`config.mk`:
```
export PLATFORM = sky130hd
export DESIGN_NAME = nic_fifo
export DESIGN_NICKNAME = d
export VERILOG_FILES = /design/src/assert_macros.svh /design/src/nic_fifo.sv
export SDC_FILE = /design/constraint.sdc
export NUM_CORES = 1
export LEC_CHECK = 0
export ABC_AREA = 1
export CELL_PAD_IN_SITES_DETAIL_PLACEMENT = 1
export CELL_PAD_IN_SITES_GLOBAL_PLACEMENT = 2
export CORE_ASPECT_RATIO = 1.2
export CORE_MARGIN = 1
export CORE_UTILIZATION = 33
export DETAILED_ROUTE_END_ITERATION = 6
export DONT_BUFFER_PORTS = 1
export GPL_TIMING_DRIVEN = 0
export PLACE_DENSITY = 0.8
export REMOVE_ABC_BUFFERS = 1
export SYNTH_ARGS = -nofsm -noshare
export SYNTH_HDL_FRONTEND = slang
export SYNTH_SLANG_ARGS = --single-unit
```
`constraint.sdc`:
```
create_clock -name clk_i -period 1.29 [get_ports clk_i]
set_input_delay 0.258 -clock clk_i [delete_from_list [all_inputs] [get_ports clk_i]]
set_output_delay 0.258 -clock clk_i [all_outputs]
set_load 0.01 [all_outputs]
```
`src/assert_macros.svh`:
```
// ---------------------------------------------------------------------------
// Assertion macros
// Shared concurrent assertion wrappers; define NO_ASSERTIONS to drop them.
// ---------------------------------------------------------------------------
`ifndef ASSERT_MACROS_SVH
`define ASSERT_MACROS_SVH

`ifndef NO_ASSERTIONS
`define ASSERT_ALWAYS(lbl, clk, rst_n, expr, msg) \
  lbl: assert property (@(posedge clk) disable iff (!rst_n) (expr)) else $error(msg);
`define ASSERT_IMPLY(lbl, clk, rst_n, ante, cons, msg) \
  lbl: assert property (@(posedge clk) disable iff (!rst_n) (ante) |-> (cons)) \
    else $error(msg);
`define ASSERT_NEXT(lbl, clk, rst_n, ante, cons, msg) \
  lbl: assert property (@(posedge clk) disable iff (!rst_n) (ante) |=> (cons)) \
    else $error(msg);
`else
`define ASSERT_ALWAYS(lbl, clk, rst_n, expr, msg)
`define ASSERT_IMPLY(lbl, clk, rst_n, ante, cons, msg)
`define ASSERT_NEXT(lbl, clk, rst_n, ante, cons, msg)
`endif

`endif

```
`src/nic_fifo.sv`:
```
// ---------------------------------------------------------------------------
// Node id compaction queue
// Small register FIFO that decouples the front, the back and the result side.
// ---------------------------------------------------------------------------
`default_nettype none

module nic_fifo #(
  parameter int WIDTH = 8,
  parameter int DEPTH = 2
) (
  input  logic             clk_i,
  input  logic             rst_ni,
  input  logic             push_i,
  input  logic [WIDTH-1:0] data_i,
  output logic             full_o,
  input  logic             pop_i,
  output logic [WIDTH-1:0] data_o,
  output logic             empty_o
);

  localparam int PW = (DEPTH > 1) ? $clog2(DEPTH) : 1;
  localparam int CW = $clog2(DEPTH + 1);

  logic [WIDTH-1:0] mem_q [DEPTH];
  logic [PW-1:0]    wr_ptr_q, wr_ptr_d;
  logic [PW-1:0]    rd_ptr_q, rd_ptr_d;
  logic [CW-1:0]    cnt_q, cnt_d;
  logic             do_push, do_pop;

  assign full_o  = (cnt_q == CW'(DEPTH));
  assign empty_o = (cnt_q == '0);
  assign data_o  = mem_q[rd_ptr_q];
  assign do_push = push_i && !full_o;
  assign do_pop  = pop_i && !empty_o;

  always_comb begin
    wr_ptr_d = wr_ptr_q;
    rd_ptr_d = rd_ptr_q;
    cnt_d    = cnt_q;
    if (do_push) begin
      wr_ptr_d = (wr_ptr_q == PW'(DEPTH - 1)) ? '0 : wr_ptr_q + PW'(1);
    end
    if (do_pop) begin
      rd_ptr_d = (rd_ptr_q == PW'(DEPTH - 1)) ? '0 : rd_ptr_q + PW'(1);
    end
    if (do_push && !do_pop) begin
      cnt_d = cnt_q + CW'(1);
    end else if (do_pop && !do_push) begin
      cnt_d = cnt_q - CW'(1);
    end
  end

  always_ff @(posedge clk_i or negedge rst_ni) begin
    if (!rst_ni) begin
      wr_ptr_q <= '0;
      rd_ptr_q <= '0;
      cnt_q    <= '0;
    end else begin
      wr_ptr_q <= wr_ptr_d;
      rd_ptr_q <= rd_ptr_d;
      cnt_q    <= cnt_d;
    end
  end

  always_ff @(posedge clk_i) begin
    if (do_push) begin
      mem_q[wr_ptr_q] <= data_i;
    end
  end

endmodule

`default_nettype wire

```
## Word-level counts from Yosys, hierarchy flattened

Memory sizes are Yosys's and may differ from the RTL's.
Cells that the tools add are included.

- Register bits: 4
- Bits in latches: 0
- Memory bits (writable): 16
- Memory bits (read-only): 0
- Word-level logic and storage cells: 25
- Memories: 1

Memory list:

| name | depth | bits a word | read ports | clocked after memory_dff | wr ports | RTL line | source |
|---|---|---|---|---|---|---|---|
| mem_q | 2 | 8 | 1 | 0 | 1 | nic_fifo.sv:24 | `logic [WIDTH-1:0] mem_q [DEPTH];` |

- $add $sub $neg: 4
- $mul: 0
- Divide/modulo/power cells: 0
- Magnitude comparators: 0
- Eq/ne operators: 1
- Shifts and indexed selects: 0
- Multiplexer cells: 6
- Bitwise operators: 0
- Reductions and logical operators: 10

Operators by type and width:

| operator | count |
|---|---|
| logical AND 1 bit | 4 |
| zero test 1 bit | 4 |
| 2-to-1 mux 1 bit | 4 |
| 2-to-1 mux 2 bit | 2 |
| adder 1 bit (second input constant) | 2 |
| adder 2 x 1 -> 2 bit (second input constant) | 1 |
| equality test 2 bit (second input constant) | 1 |
| zero test 2 bit | 1 |
| nonzero test 2 bit | 1 |
| subtractor 2 x 1 -> 2 bit (second input constant) | 1 |

## Logic depth before layout (Yosys ltp)

Gate-level depths: netlist of run 1.

- Word-level depth: 7
- Mapped depth: 9
- Depth with buffers taken out: 9

## Least setup slack after synthesis of run 1

No wires, ideal clock.

- Path type: register to register
- Start: reg cnt_q[1]
- End: mem mem_q[1][0] (enable)
- Setup time: 0.371 ns
- Data arrival time: 0.951 ns
- Data required time: 0.919 ns
- Setup slack: -0.032 ns
- Stages on the path, launching flop included: 4
- Period minus slack after synthesis: 1.322 ns
- Cell sequence: dfrtp_1 > inv_1 > o21ai_0 > nor2_1

- Longest elaborated chain between the ends: 5

Ends and longest elaborated chain:

| element | RTL line | source |
|---|---|---|
| start: declaration | nic_fifo.sv:27 | `logic [CW-1:0] cnt_q, cnt_d;` |
| start signal: assignment | nic_fifo.sv:61 | `cnt_q <= cnt_d;` |
| equality test 2 bit | nic_fifo.sv:30 | `assign full_o = (cnt_q == CW'(DEPTH));` |
| zero test 1 bit | nic_fifo.sv:33 | `assign do_push = push_i && !full_o;` |
| logical AND 1 bit | nic_fifo.sv:33 |  |
| 2-to-1 mux 1 bit | nic_fifo.sv:66 | `if (do_push) begin` |
| 2-to-1 mux 1 bit (not written as such) | nic_fifo.sv:67 | `mem_q[wr_ptr_q] <= data_i;` |
| end: declaration | nic_fifo.sv:24 |  |

No other way between the ends.

## Worst setup path after layout of run 1

- Start: reg rd_ptr_q
- End: out data_o[0]

- Longest elaborated chain between the ends: 1

Ends and longest elaborated chain:

| element | RTL line | source |
|---|---|---|
| start: declaration | nic_fifo.sv:26 | `logic [PW-1:0] rd_ptr_q, rd_ptr_d;` |
| start signal: assignment | nic_fifo.sv:60 | `rd_ptr_q <= rd_ptr_d;` |
| memory (2 x 8 bit) | -- |  |
| end: declaration | nic_fifo.sv:17 | `output logic [WIDTH-1:0] data_o,` |

No other way between the ends.

==> results.sh, run 1 <==
export IMPL_fmax_mhz=752
export IMPL_layout_setup_ws_ns=-0.0392
export IMPL_drv_cap=0
export IMPL_required_ns=1.03
export IMPL_max_stage_delay_ns=0.49
export IMPL_power_switching_uw=896
export IMPL_multi_input_area_um2=255
export IMPL_syn_inst=73
export IMPL_ys_warn_count=0
export IMPL_synth_seq_area_share_pct=71.7
export IMPL_vias_per_cell=4.62
export IMPL_cp_end_kind="output pin"
export IMPL_drt_iter0_drc=6
export IMPL_path_clk_slew_ns=0.10
export IMPL_syn_avg_cell_area_um2=11.1
export IMPL_numCtsBuffers=3
export IMPL_final_area_um2=1050
export IMPL_clock_skew_ns=0.00265
export IMPL_grt_usage_pct=13.9
export IMPL_fin_crit_sh_pct=103
export IMPL_synth_seq_cells=20
export IMPL_slew_viol_final=0
export IMPL_nFillCells=265
export IMPL_slowest_stage="dfrtp_2"
export IMPL_cts_tree="built"
export IMPL_rsz0062_at_grt="yes"
export IMPL_period_needed_ns=1.33
export IMPL_grt_pass1_wl_um=2490
export IMPL_start_util_pct=35.1
export IMPL_failed_checks="setup timing"
export IMPL_antenna_found_initial=0
export IMPL_die_h_um=56.3
export IMPL_drc=0
export IMPL_crit_arrival_ns=1.07
export IMPL_ios=22
export IMPL_wl_per_cell_um=13.5
export IMPL_drive_gt1_share_pct=43.0
export IMPL_port_buffers=0
export IMPL_die_w_um=47.2
export IMPL_crit_family="flip-flops"
export IMPL_synthToLayoutAreaGrowth_pct=29.2
export IMPL_status="complete, but fails checks"
export IMPL_grt_pass1_vias=578
export IMPL_insertedDiodeCount=0
export IMPL_p_leak_nw=0.429
export IMPL_firstDrtPassIters=4
export IMPL_hold_viol_final=0
export IMPL_clock_path_buffers=2
export IMPL_place_hpwl_um=1090
export IMPL_critical_path_buf_inv_count=1
export IMPL_grt_overflow=0
export IMPL_path_cells="buf_4 -> nand2_1 -> nand2_2"
export IMPL_coreArea_um2=2310
export IMPL_std_cell_rows=19
export IMPL_power_mw=2.39
export IMPL_grt_start_max_net_pins=11
export IMPL_p_per_area_nw_per_um2=2290
export IMPL_cts_root_buffer="clkbuf_4"
export IMPL_cts_sinks=20
export IMPL_regArea_um2=584
export IMPL_pwr_share_comb_pct=44.4
export IMPL_final_common_cell="nand2_1"
export IMPL_netSwitchingFraction_pct=37.5
export IMPL_routed_wl_um=1580
export IMPL_worst_slew_pin_slew_ns=0.217
export IMPL_die_area_um2=2660
export IMPL_gp_congestion=0.679
export IMPL_critPathKind="reg -> out"
export IMPL_internal_power_mw=1.49
export IMPL_start_kind="flop"
export IMPL_final_cell_mix="23 x nand2_1, 16 x edfxtp_1, 10 x nand2_2"
export IMPL_slew_headroom_pct=85.4
export IMPL_hold_class="in -> reg"
export IMPL_vdd_drop_max_mv=1.31
export IMPL_seqPwrFrac_pct=44.2
export IMPL_critPathMaxFanout=7
export IMPL_hold_ws_ns=0.0644
export IMPL_final_nets=101
export IMPL_ys_types=14
export IMPL_h_tree_depth=1
export IMPL_syn_area_um2=810
export IMPL_postRouteAntennaNets=0
export IMPL_clk_latency_ns=0.28
export IMPL_place_ws_ns=-0.314
export IMPL_dr_total_vias=541
export IMPL_setup_viol=7
export IMPL_dpl_cell_area_um2=843
export IMPL_pwr_share_clk_pct=11.3
==> state kept, by name, indices dropped and copies added, names as in the netlist <==
register / flops
rd_ptr_q: 1
wr_ptr_q: 1
mem_q: 16
cnt_q: 2
==> layer usage <==
| layer | global-route usage, % | up-vias | routed length (µm) |
|---|---|---|---|
| met5 | 0 | - | 0 |
| li1 | - | 260 | - |
| met4 | 8.57 | 0 | 35 |
| met1 | 12.9 | 264 | 543 |
| met2 | 24.0 | 15 | 882 |
| met3 | 5.14 | 2 | 116 |
==> cell families after synthesis <==
family                   after synthesis  share of synthesized area [%]
AND/OR/NAND/NOR                       40                           20.1
buffers and inverters                  9                           4.33
XOR/XNOR                               1                           1.08
flip-flops                            20                           71.7
AO/OA/AOI/OAI                          2                           1.24
adder cells (fa/ha/maj)                1                           1.55
==> cell usage after synthesis (all sizes together) <==
library cell | count | area share, %
nand2 | 33 | 15
inv | 8 | 3.7
buf | 1 | 0.62
xnor2 | 1 | 1.1
ha | 1 | 1.5
nor2 | 4 | 2.5
o21ai | 2 | 1.2
nand3b | 1 | 0.93
nand4 | 1 | 0.77
dfrtp | 4 | 12
nand3 | 1 | 0.62
edfxtp | 16 | 59
==> worst paths after layout <==
kind                           start          end  slack [ns]  cells past startpoint
max in group asynchronous     rst_ni     rd_ptr_q        0.86                      1
min                        data_i[7]  mem_q[0][7]        0.06                      0
min in group asynchronous     rst_ni     wr_ptr_q        0.24                      1
max                         rd_ptr_q    data_o[0]       -0.04                      3
min reg2reg                 wr_ptr_q     wr_ptr_q        0.50                      2
max reg2reg                 cnt_q[1]     cnt_q[1]        0.02                      8
==> timing repair <==
item                                    4_1_cts  5_1_grt
hold buffers                                  1        0
endpoints found under the setup margin       27       22
pin swaps                                     2        1
endpoints found under the hold margin         4        0
buffers inserted                              8        2
gates resized for setup                      23        8
==> final cells by class <==
| type | count | share of cell area [%] |
|---|---|---|
| well taps | 31 | 3.71 |
| flip-flops and latches | 20 | 55.9 |
| multi-input cells | 44 | 24.4 |
| inverters | 8 | 3.83 |
| clock buffers | 3 | 2.15 |
| repair buffers | 11 | 10.0 |
==> power by group through the flow <==
stage | sequential, mW | clock (mW) | combinational, mW
after floorplan | 1.00 | 0 | 0.503
after global placement | 1.04 | 0 | 0.591
after detailed placement | 1.05 | 0 | 0.617
after CTS | 1.04 | 0.281 | 0.975
after global routing | 1.08 | 0.303 | 1.19
final | 1.06 | 0.271 | 1.06
==> per-stage QoR <==
step | util (%) | cells | setup TNS (ns)
after floorplan | - | 72 | -0.274
after CTS | 43.8 | 115 | -0.238
after global placement | 36.6 | 103 | -3.17
after detailed placement | 36.6 | 103 | -3.90
final | 45.4 | 117 | -0.143
after global routing | 45.4 | 117 | -0.835
No activity file was read; power rests on OpenSTA's default activity.
==> inputs of run 2 (changes only) <==
--- a/config.mk
+++ b/config.mk
@@ -5,17 +5,17 @@
 export SDC_FILE = /design/constraint.sdc
 export NUM_CORES = 1
 export LEC_CHECK = 0
-export ABC_AREA = 1
 export CELL_PAD_IN_SITES_DETAIL_PLACEMENT = 1
 export CELL_PAD_IN_SITES_GLOBAL_PLACEMENT = 2
 export CORE_ASPECT_RATIO = 1.2
 export CORE_MARGIN = 1
-export CORE_UTILIZATION = 33
+export CORE_UTILIZATION = 36
 export DETAILED_ROUTE_END_ITERATION = 6
 export DONT_BUFFER_PORTS = 1
 export GPL_TIMING_DRIVEN = 0
-export PLACE_DENSITY = 0.8
+export PLACE_DENSITY = 0.79
 export REMOVE_ABC_BUFFERS = 1
+export SKIP_LAST_GASP = 1
 export SYNTH_ARGS = -nofsm -noshare
 export SYNTH_HDL_FRONTEND = slang
 export SYNTH_SLANG_ARGS = --single-unit
==> run 2 against run 1 <==
Largest cell class unchanged. Register-to-register slack got worse by 0.04 ns. Synthesized cell count fell by 40%. Worst hold slack got worse by 0.00082 ns. Total power fell by 1.4%. The run still ends with setup timing left. Area after synthesis fell by 3.4%.
==> results.sh, run 2 <==
export IMPL_coreArea_um2=2050
export IMPL_clock_skew_ns=0.00103
export IMPL_final_cell_count_no_fill=89
export IMPL_max_stage_delay_ns=0.43
export IMPL_async_reset_ff_share_pct=20.0
export IMPL_synth_common_cells="16 x edfxtp_1, 6 x mux2_1, 4 x dfrtp_1"
export IMPL_pwr_share_clk_pct=11.9
export IMPL_yosys_area_share_simple_pct=3.84
export IMPL_drv_cap=0
export IMPL_postRouteAntennaNets=0
export IMPL_numCtsBuffers=3
export IMPL_antenna_found_initial=0
export IMPL_wl_per_cell_um=13.8
export IMPL_cts_root_buffer="clkbuf_4"
export IMPL_rsz0062_at_grt="yes"
export IMPL_synth_seq_cells=20
export IMPL_gp_congestion=0.628
export IMPL_std_cell_rows=18
export IMPL_internal_power_mw=1.61
export IMPL_slew_viol_final=0
export IMPL_die_area_um2=2360
export IMPL_synth_most_common_cell="edfxtp_1"
export IMPL_ios=22
export IMPL_final_nets=73
export IMPL_die_h_um=53.1
export IMPL_hold_viol_final=0
export IMPL_final_cell_mix="16 x edfxtp_1, 7 x buf_4, 4 x mux2_4, 4 x mux2_2, 4 x buf_6"
export IMPL_setup_viol=9
export IMPL_seqPwrFrac_pct=43.5
export IMPL_worst_slew_pin_slew_ns=0.247
export IMPL_syn_area_um2=782
export IMPL_insertedDiodeCount=0
export IMPL_firstDrtPassIters=2
export IMPL_place_hpwl_um=746
export IMPL_critPathKind="reg -> out"
export IMPL_synth_compound_area_share_pct=0.640
export IMPL_synthFlopType="edfxtp_1"
export IMPL_cts_tree="built"
export IMPL_hold_ws_ns=0.0636
export IMPL_ys_types=15
export IMPL_fmax_mhz=701
export IMPL_vias_per_cell=4.52
export IMPL_syn_inst=44
export IMPL_fin_crit_sh_pct=111
export IMPL_power_switching_uw=749
export IMPL_slew_headroom_pct=83.5
export IMPL_clk_latency_ns=0.28
export IMPL_slowest_stage="dfrtp_2"
export IMPL_crit_arrival_ns=1.17
export IMPL_synth_edf_count=16
export IMPL_cts_sinks=20
export IMPL_port_buffers=0
export IMPL_clock_path_buffers=2
export IMPL_start_kind="flop"
export IMPL_final_common_cell="edfxtp_1"
export IMPL_required_ns=1.03
export IMPL_syn_avg_cell_area_um2=17.8
export IMPL_hold_class="in -> reg"
export IMPL_ys_warn_count=0
export IMPL_die_w_um=44.5
export IMPL_cp_end_kind="output pin"
export IMPL_routed_wl_um=1230
export IMPL_drt_iter0_drc=5
export IMPL_p_per_area_nw_per_um2=2310
export IMPL_largest_register_ff_count=16
export IMPL_synth_top_family_by_area="multiplexers"
export IMPL_p_leak_nw=0.392
export IMPL_synth_area_leader_cell="edfxtp_1"
export IMPL_yosys_area_share_xor_xnor_pct=6.56
export IMPL_failed_checks="setup timing"
export IMPL_grt_start_max_net_pins=12
export IMPL_max_flop_register="mem_q"
export IMPL_grt_pass1_vias=400
export IMPL_period_needed_ns=1.43
export IMPL_synth_seq_area_share_pct=74.2
export IMPL_synth_fa_ha_area_share_pct=1.60
export IMPL_grt_overflow=0
export IMPL_layout_setup_ws_ns=-0.137
export IMPL_start_util_pct=38.2
export IMPL_synth_top_cell_area_share_pct=61.4
export IMPL_critPathMaxFanout=5
export IMPL_netSwitchingFraction_pct=31.8
export IMPL_synthMuxAreaShare_pct=11.5
export IMPL_path_cells="buf_6 -> mux2_4"
export IMPL_reg_top3="mem_q (16), cnt_q (2)"
export IMPL_dpl_cell_count=73
export IMPL_h_tree_depth=1
export IMPL_grt_usage_pct=10.9
export IMPL_synthToLayoutAreaGrowth_pct=30.2
export IMPL_path_clk_slew_ns=0.10
export IMPL_drive_gt1_share_pct=57.6
export IMPL_status="complete, but fails checks"
export IMPL_vdd_drop_max_mv=1.12
export IMPL_drc=0
export IMPL_dr_total_vias=402
export IMPL_grt_pass1_wl_um=1790
export IMPL_synth_area_top_cells="edfxtp_1 61%, dfrtp_1 13%, mux2_1 8.6%"
export IMPL_pwr_share_comb_pct=44.6
-- run 2: cell types whose count changed after synthesis, moves of 2 or more --
cell     previous run  this run
inv_1               7         2
nor2_2              2         0
xor2_1              0         2
mux2_1              0         6
o21ai_0             2         0
mux2_2              0         2
nand2_1            33         0
-- run 2: layout make-up --
class,count,area (µm²)
Inverter,2,7.51
Tap cell,30,37.5
Timing Repair Buffer,12,108
Multi-Input combinational cell,21,256
Fill cell,206,1030
Sequential cell,20,583
Clock inverter,1,3.75
Clock buffer,3,22.5
-- run 2: logic make-up after synthesis --
family          Yosys count
fa+ha+maj                 1
simple gates              6
compound gates            1
buf+inv                   3
xor+xnor                  5
mux                       8
flops                    20
-- run 2: path summary, 6_finish.rpt --
kind,startpoint,endpoint,slack (ns),depth (start not counted)
worst min register to register,wr_ptr_q,wr_ptr_q,0.58,1
max in group asynchronous,rst_ni,cnt_q[1],0.86,1
min in group asynchronous,rst_ni,cnt_q[0],0.24,1
worst max-delay path,rd_ptr_q,data_o[6],-0.14,2
worst max register to register,cnt_q[0],cnt_q[1],-0.02,6
worst min-delay path,data_i[1],mem_q[0][1],0.06,0
-- run 2: stage by stage --
step / setup slack, ns / TNS (ns) / instance area (µm²) / total power, mW / utilization (%)
3_3_place_gp: -0.361 / -3.95 / 815 / 1.57 / 39.7
4_1_cts: -0.136 / -1.43 / 956 / 2.19 / 46.6
3_5_place_dp: -0.368 / -4.05 / 815 / 1.58 / 39.7
6_report: -0.137 / -1.06 / 1020 / 2.36 / 49.7
2_1_floorplan: -0.102 / -0.892 / 777 / 1.48 / -
5_1_grt: -0.181 / -1.47 / 1020 / 2.48 / 49.7
-- run 2: worst max-delay path: cells and delay by family, from the launching register on --
family   cells  cell delay (ns)
buf+inv      1             0.14
mux          1             0.32
flops        1             0.43
-- run 2: power groups by stage --
stage / logic [mW] / registers [mW] / clock network (mW)
after floorplan: 0.458 / 1.02 / 0
after global placement: 0.519 / 1.05 / 0
after detailed placement: 0.519 / 1.06 / 0
after CTS: 0.899 / 1.00 / 0.291
after global routing: 1.13 / 1.04 / 0.311
final: 1.05 / 1.03 / 0.280
-- run 2: what timing repair did --
action	in CTS	in global routing
pin swaps	4	4
hold endpoints to repair	4	0
setup buffers	7	4
resized for setup	22	8
hold buffers	1	0
cloned	0	0
setup endpoints to repair	27	18
-- run 2: layer usage --
| metal | vias up | track usage (%) | routed length, µm |
|---|---|---|---|
| li1 | 188 | - | - |
| met1 | 201 | 11.3 | 441 |
| met2 | 13 | 19.9 | 701 |
| met3 | 0 | 4.44 | 88 |
| met4 | 0 | 3.03 | 0 |
| met5 | - | 0 | 0 |
